==> config.mk <==
export PLATFORM = sky130hd
export DESIGN_NAME = joystick_scale_and_direction
export DESIGN_NICKNAME = d
export VERILOG_FILES = /design/src/jsd_pkg.sv /design/src/jsd_front.sv /design/src/jsd_div_stage.sv /design/src/jsd_classify.sv /design/src/joystick_scale_and_direction.sv
export SDC_FILE = /design/constraint.sdc
export NUM_CORES = 1
export LEC_CHECK = 0
export BUFFER_PORTS_ARGS = -buffer_cell sky130_fd_sc_hd__clkbuf_2
export CAP_MARGIN = 30
export CELL_PAD_IN_SITES_DETAIL_PLACEMENT = 0
export CELL_PAD_IN_SITES_GLOBAL_PLACEMENT = 1
export CORE_AREA = 2 2 343 345
export CTS_CLUSTER_SIZE = 8
export DETAILED_ROUTE_END_ITERATION = 10
export DIE_AREA = 0 0 345 347
export PLACE_DENSITY_LB_ADDON = 0.1
export REMOVE_ABC_BUFFERS = 1
export SLEW_MARGIN = 20
export SYNTH_ARGS = -nofsm -noshare
export SYNTH_HDL_FRONTEND = slang
export SYNTH_SLANG_ARGS = --single-unit
==> constraint.sdc <==
create_clock -name clk -period 6.3 [get_ports clk]
set_clock_uncertainty 0.15 [all_clocks]
set_input_delay 0.315 -clock clk [delete_from_list [all_inputs] [get_ports clk]]
set_output_delay 0.315 -clock clk [all_outputs]
set_load 0.01 [all_outputs]
==> src/jsd_pkg.sv <==
// ----------------------------------------------------------------------------
// jsd_pkg
// Shared types, constants and the divider step for the joystick scaler.
// ----------------------------------------------------------------------------
package jsd_pkg;

    localparam int RAW_W  = 8;
    localparam int REM_W  = 15;   // holds up to 255 * 100
    localparam int QUO_W  = 7;    // quotient never exceeds 100
    localparam int PCT_W  = 8;
    localparam int SLD_W  = 7;
    localparam int DIR_W  = 3;
    localparam int IN_TDATA_W  = 40;
    localparam int OUT_TDATA_W = 40;

    // Configuration register indexes.
    localparam logic CFG_X_CENTRE = 1'b0;
    localparam logic CFG_Y_CENTRE = 1'b1;

    localparam logic [RAW_W-1:0] CENTRE_RESET = 8'd160;

    // Direction codes.
    localparam logic [DIR_W-1:0] DIR_NEUTRAL = 3'd0;
    localparam logic [DIR_W-1:0] DIR_RIGHT   = 3'd1;
    localparam logic [DIR_W-1:0] DIR_LEFT    = 3'd2;
    localparam logic [DIR_W-1:0] DIR_DOWN    = 3'd3;
    localparam logic [DIR_W-1:0] DIR_UP      = 3'd4;
    localparam logic [DIR_W-1:0] DIR_WAITING = 3'd5;

    typedef struct packed {
        logic [REM_W-1:0] rem;
        logic [RAW_W-1:0] div;
        logic [QUO_W-1:0] quo;
        logic             neg;
    } jsd_axis_t;

    typedef struct packed {
        jsd_axis_t        x;
        jsd_axis_t        y;
        logic [SLD_W-1:0] left;
        logic [SLD_W-1:0] right;
        logic [DIR_W-1:0] prior;
    } jsd_item_t;

    // One restoring division step producing quotient bit number pos.
    function automatic jsd_axis_t div_step(input jsd_axis_t a, input int pos);
        jsd_axis_t        r;
        logic [REM_W-1:0] dsh;
        begin
            r   = a;
            dsh = REM_W'(a.div) << pos;
            if (a.rem >= dsh)
            begin
                r.rem      = a.rem - dsh;
                r.quo[pos] = 1'b1;
            end
            return r;
        end
    endfunction

endpackage

==> src/jsd_front.sv <==
// ----------------------------------------------------------------------------
// jsd_front
// First pipeline stage: forms dividends and divisors for the stick axes and
// scales the sliders by a constant reciprocal.
// ----------------------------------------------------------------------------
module jsd_front (
    input  logic                            clk,
    input  logic                            rst_n,
    input  logic [jsd_pkg::RAW_W-1:0]       x_centre,
    input  logic [jsd_pkg::RAW_W-1:0]       y_centre,
    input  logic                            in_valid,
    output logic                            in_ready,
    input  logic [jsd_pkg::RAW_W-1:0]       raw_x,
    input  logic [jsd_pkg::RAW_W-1:0]       raw_y,
    input  logic [jsd_pkg::RAW_W-1:0]       raw_left,
    input  logic [jsd_pkg::RAW_W-1:0]       raw_right,
    input  logic [jsd_pkg::DIR_W-1:0]       prior_direction,
    output logic                            out_valid,
    input  logic                            out_ready,
    output jsd_pkg::jsd_item_t              out_item
);

    logic               valid_reg;
    jsd_pkg::jsd_item_t item_reg;
    jsd_pkg::jsd_item_t item_next;

    function automatic jsd_pkg::jsd_axis_t axis_setup(
        input logic [jsd_pkg::RAW_W-1:0] raw,
        input logic [jsd_pkg::RAW_W-1:0] centre
    );
        jsd_pkg::jsd_axis_t        a;
        logic [jsd_pkg::RAW_W-1:0] n;
        logic [15:0]               prod;
        begin
            if (raw >= centre)
            begin
                n     = raw - centre;
                a.div = 8'd255 - centre;
                a.neg = 1'b0;
            end
            else
            begin
                n     = centre - raw;
                a.div = centre;
                a.neg = 1'b1;
            end
            // A zero span only occurs with a zero dividend, so any divisor works.
            if (a.div == '0)
                a.div = 8'd1;
            prod  = 16'(n) * 16'd100;
            a.rem = prod[jsd_pkg::REM_W-1:0];
            a.quo = '0;
            return a;
        end
    endfunction

    // value * 100 / 255, exact for every 8-bit input value.
    function automatic logic [jsd_pkg::SLD_W-1:0] slider_scale(
        input logic [jsd_pkg::RAW_W-1:0] raw
    );
        logic [16:0] p;
        logic [16:0] s;
        begin
            p = 17'(raw) * 17'd100 + 17'd1;
            s = p + (p >> 8);
            return s[14:8];
        end
    endfunction

    always_comb
    begin
        item_next.x     = axis_setup(raw_x, x_centre);
        item_next.y     = axis_setup(raw_y, y_centre);
        item_next.left  = slider_scale(raw_left);
        item_next.right = slider_scale(raw_right);
        item_next.prior = prior_direction;
    end

    assign in_ready  = ~valid_reg | out_ready;
    assign out_valid = valid_reg;
    assign out_item  = item_reg;

    always_ff @(posedge clk or negedge rst_n)
    begin
        if (!rst_n)
        begin
            valid_reg <= 1'b0;
        end
        else if (in_ready)
        begin
            valid_reg <= in_valid;
        end
    end

    always_ff @(posedge clk)
    begin
        if (in_ready && in_valid)
        begin
            item_reg <= item_next;
        end
    end

endmodule

==> src/jsd_div_stage.sv <==
// ----------------------------------------------------------------------------
// jsd_div_stage
// One pipelined restoring-division stage: resolves one quotient bit of both
// stick axes and carries the rest of the beat along.
// ----------------------------------------------------------------------------
module jsd_div_stage #(
    parameter int BIT_POS = 0
) (
    input  logic               clk,
    input  logic               rst_n,
    input  logic               in_valid,
    output logic               in_ready,
    input  jsd_pkg::jsd_item_t in_item,
    output logic               out_valid,
    input  logic               out_ready,
    output jsd_pkg::jsd_item_t out_item
);

    logic               valid_reg;
    jsd_pkg::jsd_item_t item_reg;
    jsd_pkg::jsd_item_t item_next;

    always_comb
    begin
        item_next   = in_item;
        item_next.x = jsd_pkg::div_step(in_item.x, BIT_POS);
        item_next.y = jsd_pkg::div_step(in_item.y, BIT_POS);
    end

    assign in_ready  = ~valid_reg | out_ready;
    assign out_valid = valid_reg;
    assign out_item  = item_reg;

    always_ff @(posedge clk or negedge rst_n)
    begin
        if (!rst_n)
        begin
            valid_reg <= 1'b0;
        end
        else if (in_ready)
        begin
            valid_reg <= in_valid;
        end
    end

    always_ff @(posedge clk)
    begin
        if (in_ready && in_valid)
        begin
            item_reg <= item_next;
        end
    end

endmodule

==> src/jsd_classify.sv <==
// ----------------------------------------------------------------------------
// jsd_classify
// Last stage: applies the axis signs, classifies the direction and holds the
// result beat in the output register.
// ----------------------------------------------------------------------------
module jsd_classify (
    input  logic                                clk,
    input  logic                                rst_n,
    input  logic                                in_valid,
    output logic                                in_ready,
    input  jsd_pkg::jsd_item_t                  in_item,
    output logic                                out_valid,
    input  logic                                out_ready,
    output logic [jsd_pkg::OUT_TDATA_W-1:0]     out_data
);

    logic                              valid_reg;
    logic [jsd_pkg::OUT_TDATA_W-1:0]   data_reg;
    logic [jsd_pkg::OUT_TDATA_W-1:0]   data_next;
    logic signed [jsd_pkg::PCT_W-1:0]  xp;
    logic signed [jsd_pkg::PCT_W-1:0]  yp;
    logic                              dead_zone;
    logic [jsd_pkg::DIR_W-1:0]         dir;

    always_comb
    begin
        xp = in_item.x.neg ? -$signed({1'b0, in_item.x.quo}) : $signed({1'b0, in_item.x.quo});
        yp = in_item.y.neg ? -$signed({1'b0, in_item.y.quo}) : $signed({1'b0, in_item.y.quo});

        dead_zone = (xp < 8'sd50) && (xp > -8'sd50) && (yp < 8'sd50) && (yp > -8'sd50);

        if (!dead_zone && (in_item.prior != jsd_pkg::DIR_NEUTRAL))
            dir = jsd_pkg::DIR_WAITING;
        else if (xp > 8'sd95)
            dir = jsd_pkg::DIR_RIGHT;
        else if (xp < -8'sd95)
            dir = jsd_pkg::DIR_LEFT;
        else if (yp < -8'sd95)
            dir = jsd_pkg::DIR_DOWN;
        else if (yp > 8'sd95)
            dir = jsd_pkg::DIR_UP;
        else
            dir = jsd_pkg::DIR_NEUTRAL;

        data_next = {7'd0, dir, in_item.right, in_item.left, yp, xp};
    end

    assign in_ready  = ~valid_reg | out_ready;
    assign out_valid = valid_reg;
    assign out_data  = data_reg;

    always_ff @(posedge clk or negedge rst_n)
    begin
        if (!rst_n)
        begin
            valid_reg <= 1'b0;
        end
        else if (in_ready)
        begin
            valid_reg <= in_valid;
        end
    end

    always_ff @(posedge clk)
    begin
        if (in_ready && in_valid)
        begin
            data_reg <= data_next;
        end
    end

endmodule

==> src/joystick_scale_and_direction.sv <==
// ----------------------------------------------------------------------------
// joystick_scale_and_direction
// Scales stick and slider samples to percent and classifies stick direction.
// ----------------------------------------------------------------------------
// Pipeline: front stage, seven one-bit divider stages, then the classify
// stage, which holds the output register.
// Throughput: one beat per cycle while nothing stalls; each stage stalls independently, so
// bubbles are squeezed out under back-pressure.
// Reset: all stage valid bits clear; both centres return to 160.
module joystick_scale_and_direction (
    input  logic                                clk,
    input  logic                                rst_n,
    input  logic                                cfg_we,
    input  logic                                cfg_index,
    input  logic [7:0]                          cfg_data,
    input  logic                                s_tvalid,
    output logic                                s_tready,
    // raw_x, raw_y, raw_left, raw_right, prior_direction, zero fill
    input  logic [jsd_pkg::IN_TDATA_W-1:0]      s_tdata,
    output logic                                m_tvalid,
    input  logic                                m_tready,
    // x_percent, y_percent, left_percent, right_percent, direction, zero fill
    output logic [jsd_pkg::OUT_TDATA_W-1:0]     m_tdata
);

    localparam int DIV_STAGES = jsd_pkg::QUO_W;

    logic [7:0]         x_centre_reg;
    logic [7:0]         y_centre_reg;
    logic               stg_valid [DIV_STAGES+1];
    logic               stg_ready [DIV_STAGES+1];
    jsd_pkg::jsd_item_t stg_item  [DIV_STAGES+1];

    always_ff @(posedge clk or negedge rst_n)
    begin
        if (!rst_n)
        begin
            x_centre_reg <= jsd_pkg::CENTRE_RESET;
            y_centre_reg <= jsd_pkg::CENTRE_RESET;
        end
        else if (cfg_we)
        begin
            unique case (cfg_index)
                jsd_pkg::CFG_X_CENTRE: x_centre_reg <= cfg_data;
                jsd_pkg::CFG_Y_CENTRE: y_centre_reg <= cfg_data;
                default: ;
            endcase
        end
    end

    jsd_front u_front (
        .clk             (clk),
        .rst_n           (rst_n),
        .x_centre        (x_centre_reg),
        .y_centre        (y_centre_reg),
        .in_valid        (s_tvalid),
        .in_ready        (s_tready),
        .raw_x           (s_tdata[7:0]),
        .raw_y           (s_tdata[15:8]),
        .raw_left        (s_tdata[23:16]),
        .raw_right       (s_tdata[31:24]),
        .prior_direction (s_tdata[34:32]),
        .out_valid       (stg_valid[0]),
        .out_ready       (stg_ready[0]),
        .out_item        (stg_item[0])
    );

    // Stage k resolves quotient bit (DIV_STAGES-1-k), most significant first.
    for (genvar k = 0; k < DIV_STAGES; k++)
    begin : g_div
        jsd_div_stage #(
            .BIT_POS (DIV_STAGES - 1 - k)
        ) u_div (
            .clk       (clk),
            .rst_n     (rst_n),
            .in_valid  (stg_valid[k]),
            .in_ready  (stg_ready[k]),
            .in_item   (stg_item[k]),
            .out_valid (stg_valid[k+1]),
            .out_ready (stg_ready[k+1]),
            .out_item  (stg_item[k+1])
        );
    end

    jsd_classify u_classify (
        .clk       (clk),
        .rst_n     (rst_n),
        .in_valid  (stg_valid[DIV_STAGES]),
        .in_ready  (stg_ready[DIV_STAGES]),
        .in_item   (stg_item[DIV_STAGES]),
        .out_valid (m_tvalid),
        .out_ready (m_tready),
        .out_data  (m_tdata)
    );

endmodule

==> results.cfg <==
[final_layout]
drive_gt1_frac = 0.09726
final_util = 0.2910
largest_reg_flops = 443
layout_common_cells = 537 x edfxtp_1, 265 x ha_1, 243 x inv_1
area_delta_synth_final_pct = 16.68
fin_nets = 2796
final_common_cell = edfxtp_1
fillCellCount = 11687

[power_and_ir_drop]
clockPowerShare = 0.225
combPwrFrac = 0.385
switchingPower_mw = 6.012
p_per_area_mw_per_mm2 = 515.0
p_int_mw = 11.33
p_seq_frac = 0.391
power_mw = 17.35
p_sw_frac = 0.3466
leakagePower_nw = 13.34
ir_worst_vdd_uv = 196.1

[logic_synthesis]
synthAdderAreaFrac = 0.1346
netlist_instances = 2279
ys_warn_count = 0
synthTopCellsByArea = edfxtp_1 56%, ha_1 11%, inv_1 3.2%
yosysTopAreaCell = edfxtp_1
synth_top_family_by_area = adder cells
async_flop_share = 0.04448
ys_types = 75
ys_seq_area_frac = 0.5805
synth-compound-area-share = 0.09315
synth.ff_latch_count = 562
syn_avg_cell_area_um2 = 12.67
synth_xor_area_frac = 0.05007
synth_edf_count = 537
netlist_area_mm2 = 0.02887
synth_ff_type = edfxtp_1
synth-simple-area-share = 0.09150
synth_top_area_frac = 0.5586
muxShareOfSynthArea = 0.01162

[route]
wl_per_cell_um = 15.31
remaining_drc_errors = 0
wirelength_um = 61270
dr.pass1.iters = 5
vias = 16959
viasPerCell = 4.237
drtAntennaViolNets = 0
drt_iter0_drc = 806

[clocking]
path_clk_slew_ns = 0.05
h-tree-depth = 3
clkLatencyLatePin_ns = 0.61
ctsRootBufferMaster = clkbuf_16
clock_path_buffers = 3
cts_tree = done
clock_sinks = 562
cts_buffers = 81
cts_setup_buffers = 0

[worst_setup_path]
critPathMaxFanout = 12
end_kind = flop
critical-path-top-delay-family = adder cells
arrival_ns = 5.68
start_kind = flop
cp_cell_sequence = ha_1 > inv_1 > fa_1 > a21o_1 > a21oi_1 > a31oi_1 > nand2b_1 > buf_4 > mux2i_1 > xnor2_1 > ha_1 > ha_1 > inv_1 > fa_1 > inv_1 > ha_1 > a21oi_1 > o21ai_0 > a21o_1 > a21oi_1 > o21ai_0 > xor2_1
path_buf_inv = 4
path_class = flop to flop
crit_path_frequent_cell = ha_1
max_stage_delay_ns = 0.49
cpMaxStageDelayCell = fa_1
worstPathRequired_ns = 6.48

[die]
die_h_um = 347
die_area_mm2 = 0.1197
initial_core_util = 0.2494
rows = 125
core_area_mm2 = 0.1157
die_x_um = 345
io_pins = 96

[placed_design]
place.port_buffers = 83
hpwl_um = 46280
gp_congestion = 0.7878

[timing]
final.period_utilization = 0.8724
setup_viol = 0
fin_crit_ns = 5.496
clock.fmax_mhz = 181.9
max_slew.worst_pin.slew_ns = 1.020
maxSlewHeadroom = 0.3201
hold_viol = 0
rsz0062_at_grt = no
drv_slew = 0

[global_route]
grt_first_pass_wirelength_um = 98560
grt_max_degree = 76
grt.total_usage = 0.1031
grt_pass1_vias = 17710
antenna_found_initial = 3
overflow = 0

[flow_run]
max-cap-violations = 0

[status]
status = finished, final reports clean

[hold_path]
min_path_type = input port to flop
per-stage QoR:
step                      setup TNS, ns  hold slack [ns]  instances  worst slack, ns  area [µm²]
after global routing                  0           0.1488       4002           0.3616       33680
after CTS                             0          0.01090       3994           0.7543       33550
after floorplan                  -7.674          -0.1306       2248          -0.1181       28700
after detailed placement              0           0.2545       3866           0.7151       31160
after global placement                0           0.2506       3865           0.6928       31140
final                                 0           0.1534       4003           0.8039       33680
layout make-up:
class,instances,area [µm²],share of cell area
inverters,246,923.4,0.02742
flip-flops and latches,562,16760,0.4975
diodes,1,2.502,0.00007430
repair buffers,118,795.8,0.02363
multi-input cells,1440,11070,0.3286
clock inverters,4,36.28,0.001077
clock buffers,108,2192,0.06509
well taps,1524,1907,0.05662
worst register-to-register path, cell delays in order, from the launching register on:
cell	delay, ns
dfrtp_1	0.42
ha_1	0.17
inv_1	0.06
fa_1	0.38
a21o_1	0.18
a21oi_1	0.23
a31oi_1	0.17
nand2b_1	0.27
buf_4	0.25
mux2i_1	0.14
xnor2_1	0.31
ha_1	0.30
ha_1	0.29
inv_1	0.05
fa_1	0.49
inv_1	0.04
ha_1	0.33
a21oi_1	0.16
o21ai_0	0.13
a21o_1	0.20
a21oi_1	0.20
o21ai_0	0.14
xor2_1	0.16
power by group through the flow:
stage	clock (mW)	combinational [mW]	sequential (mW)
floorplan	0	5.06	6.62
global placement	0	6.67	6.85
detailed placement	0	6.71	6.88
CTS	4.07	6.78	6.81
global route	4.22	7.71	6.94
finish	3.89	6.68	6.77
metal layers:
layer / share of wire / global-route usage / vias to the layer above
li1: - / - / 8591
met1: 0.49 / 0.1386 / 7981
met2: 0.44 / 0.1626 / 268
met3: 0.041 / 0.02309 / 119
met4: 0.032 / 0.03724 / 0
met5: 0 / 0 / -
worst paths after layout:
check | from | slack (ns) | end | depth (start not counted)
max | y_centre_reg[0]$_DFFE_PN0P_ | 0.80 | u_front.out_item[47]$_DFFE_PP_ | 22
min | s_tdata[0] | 0.15 | u_front.out_item[66]$_DFFE_PP_ | 4
max reg2reg | y_centre_reg[0]$_DFFE_PN0P_ | 0.80 | u_front.out_item[47]$_DFFE_PP_ | 22
min reg2reg | g_div[4].u_div.out_item[3]$_DFFE_PP_ | 0.25 | g_div[5].u_div.out_item[3]$_DFFE_PP_ | 0
max in group asynchronous | rst_n | 5.33 | y_centre_reg[0]$_DFFE_PN0P_ | 2
min in group asynchronous | rst_n | 0.17 | x_centre_reg[4]$_DFFE_PN0P_ | 2
logic make-up after synthesis:
group | after synthesis
other cells | 1
flops | 562
compound gates | 427
buf+inv | 283
fa+ha+maj | 294
xor+xnor | 165
simple gates | 516
mux | 31
what timing repair did:
| item | in CTS | in global routing |
|---|---|---|
| hold buffers | 16 | 3 |
| resized for setup | 0 | 0 |
| endpoints found under the hold margin | 43 | 3 |
synthesized netlist by cell type (14+ instances only):
cell type and instances:
edfxtp_1 537, o31ai_1 17, nand2_1 141, nor2_1 87
nand4_1 21, o21ai_0 140, nor4_1 18, xnor2_1 87
nor2b_1 45, xor2_1 78, mux2_2 20, inv_1 243
clkbuf_1 21, o21a_1 27, ha_1 265, a21oi_1 99
a31oi_1 14, dfrtp_1 21, a21o_1 46, and3_1 15
nor3_1 53, fa_1 28, nand3_1 25, nand2b_1 51
Note: power is estimated with default switching activity, not from simulation.
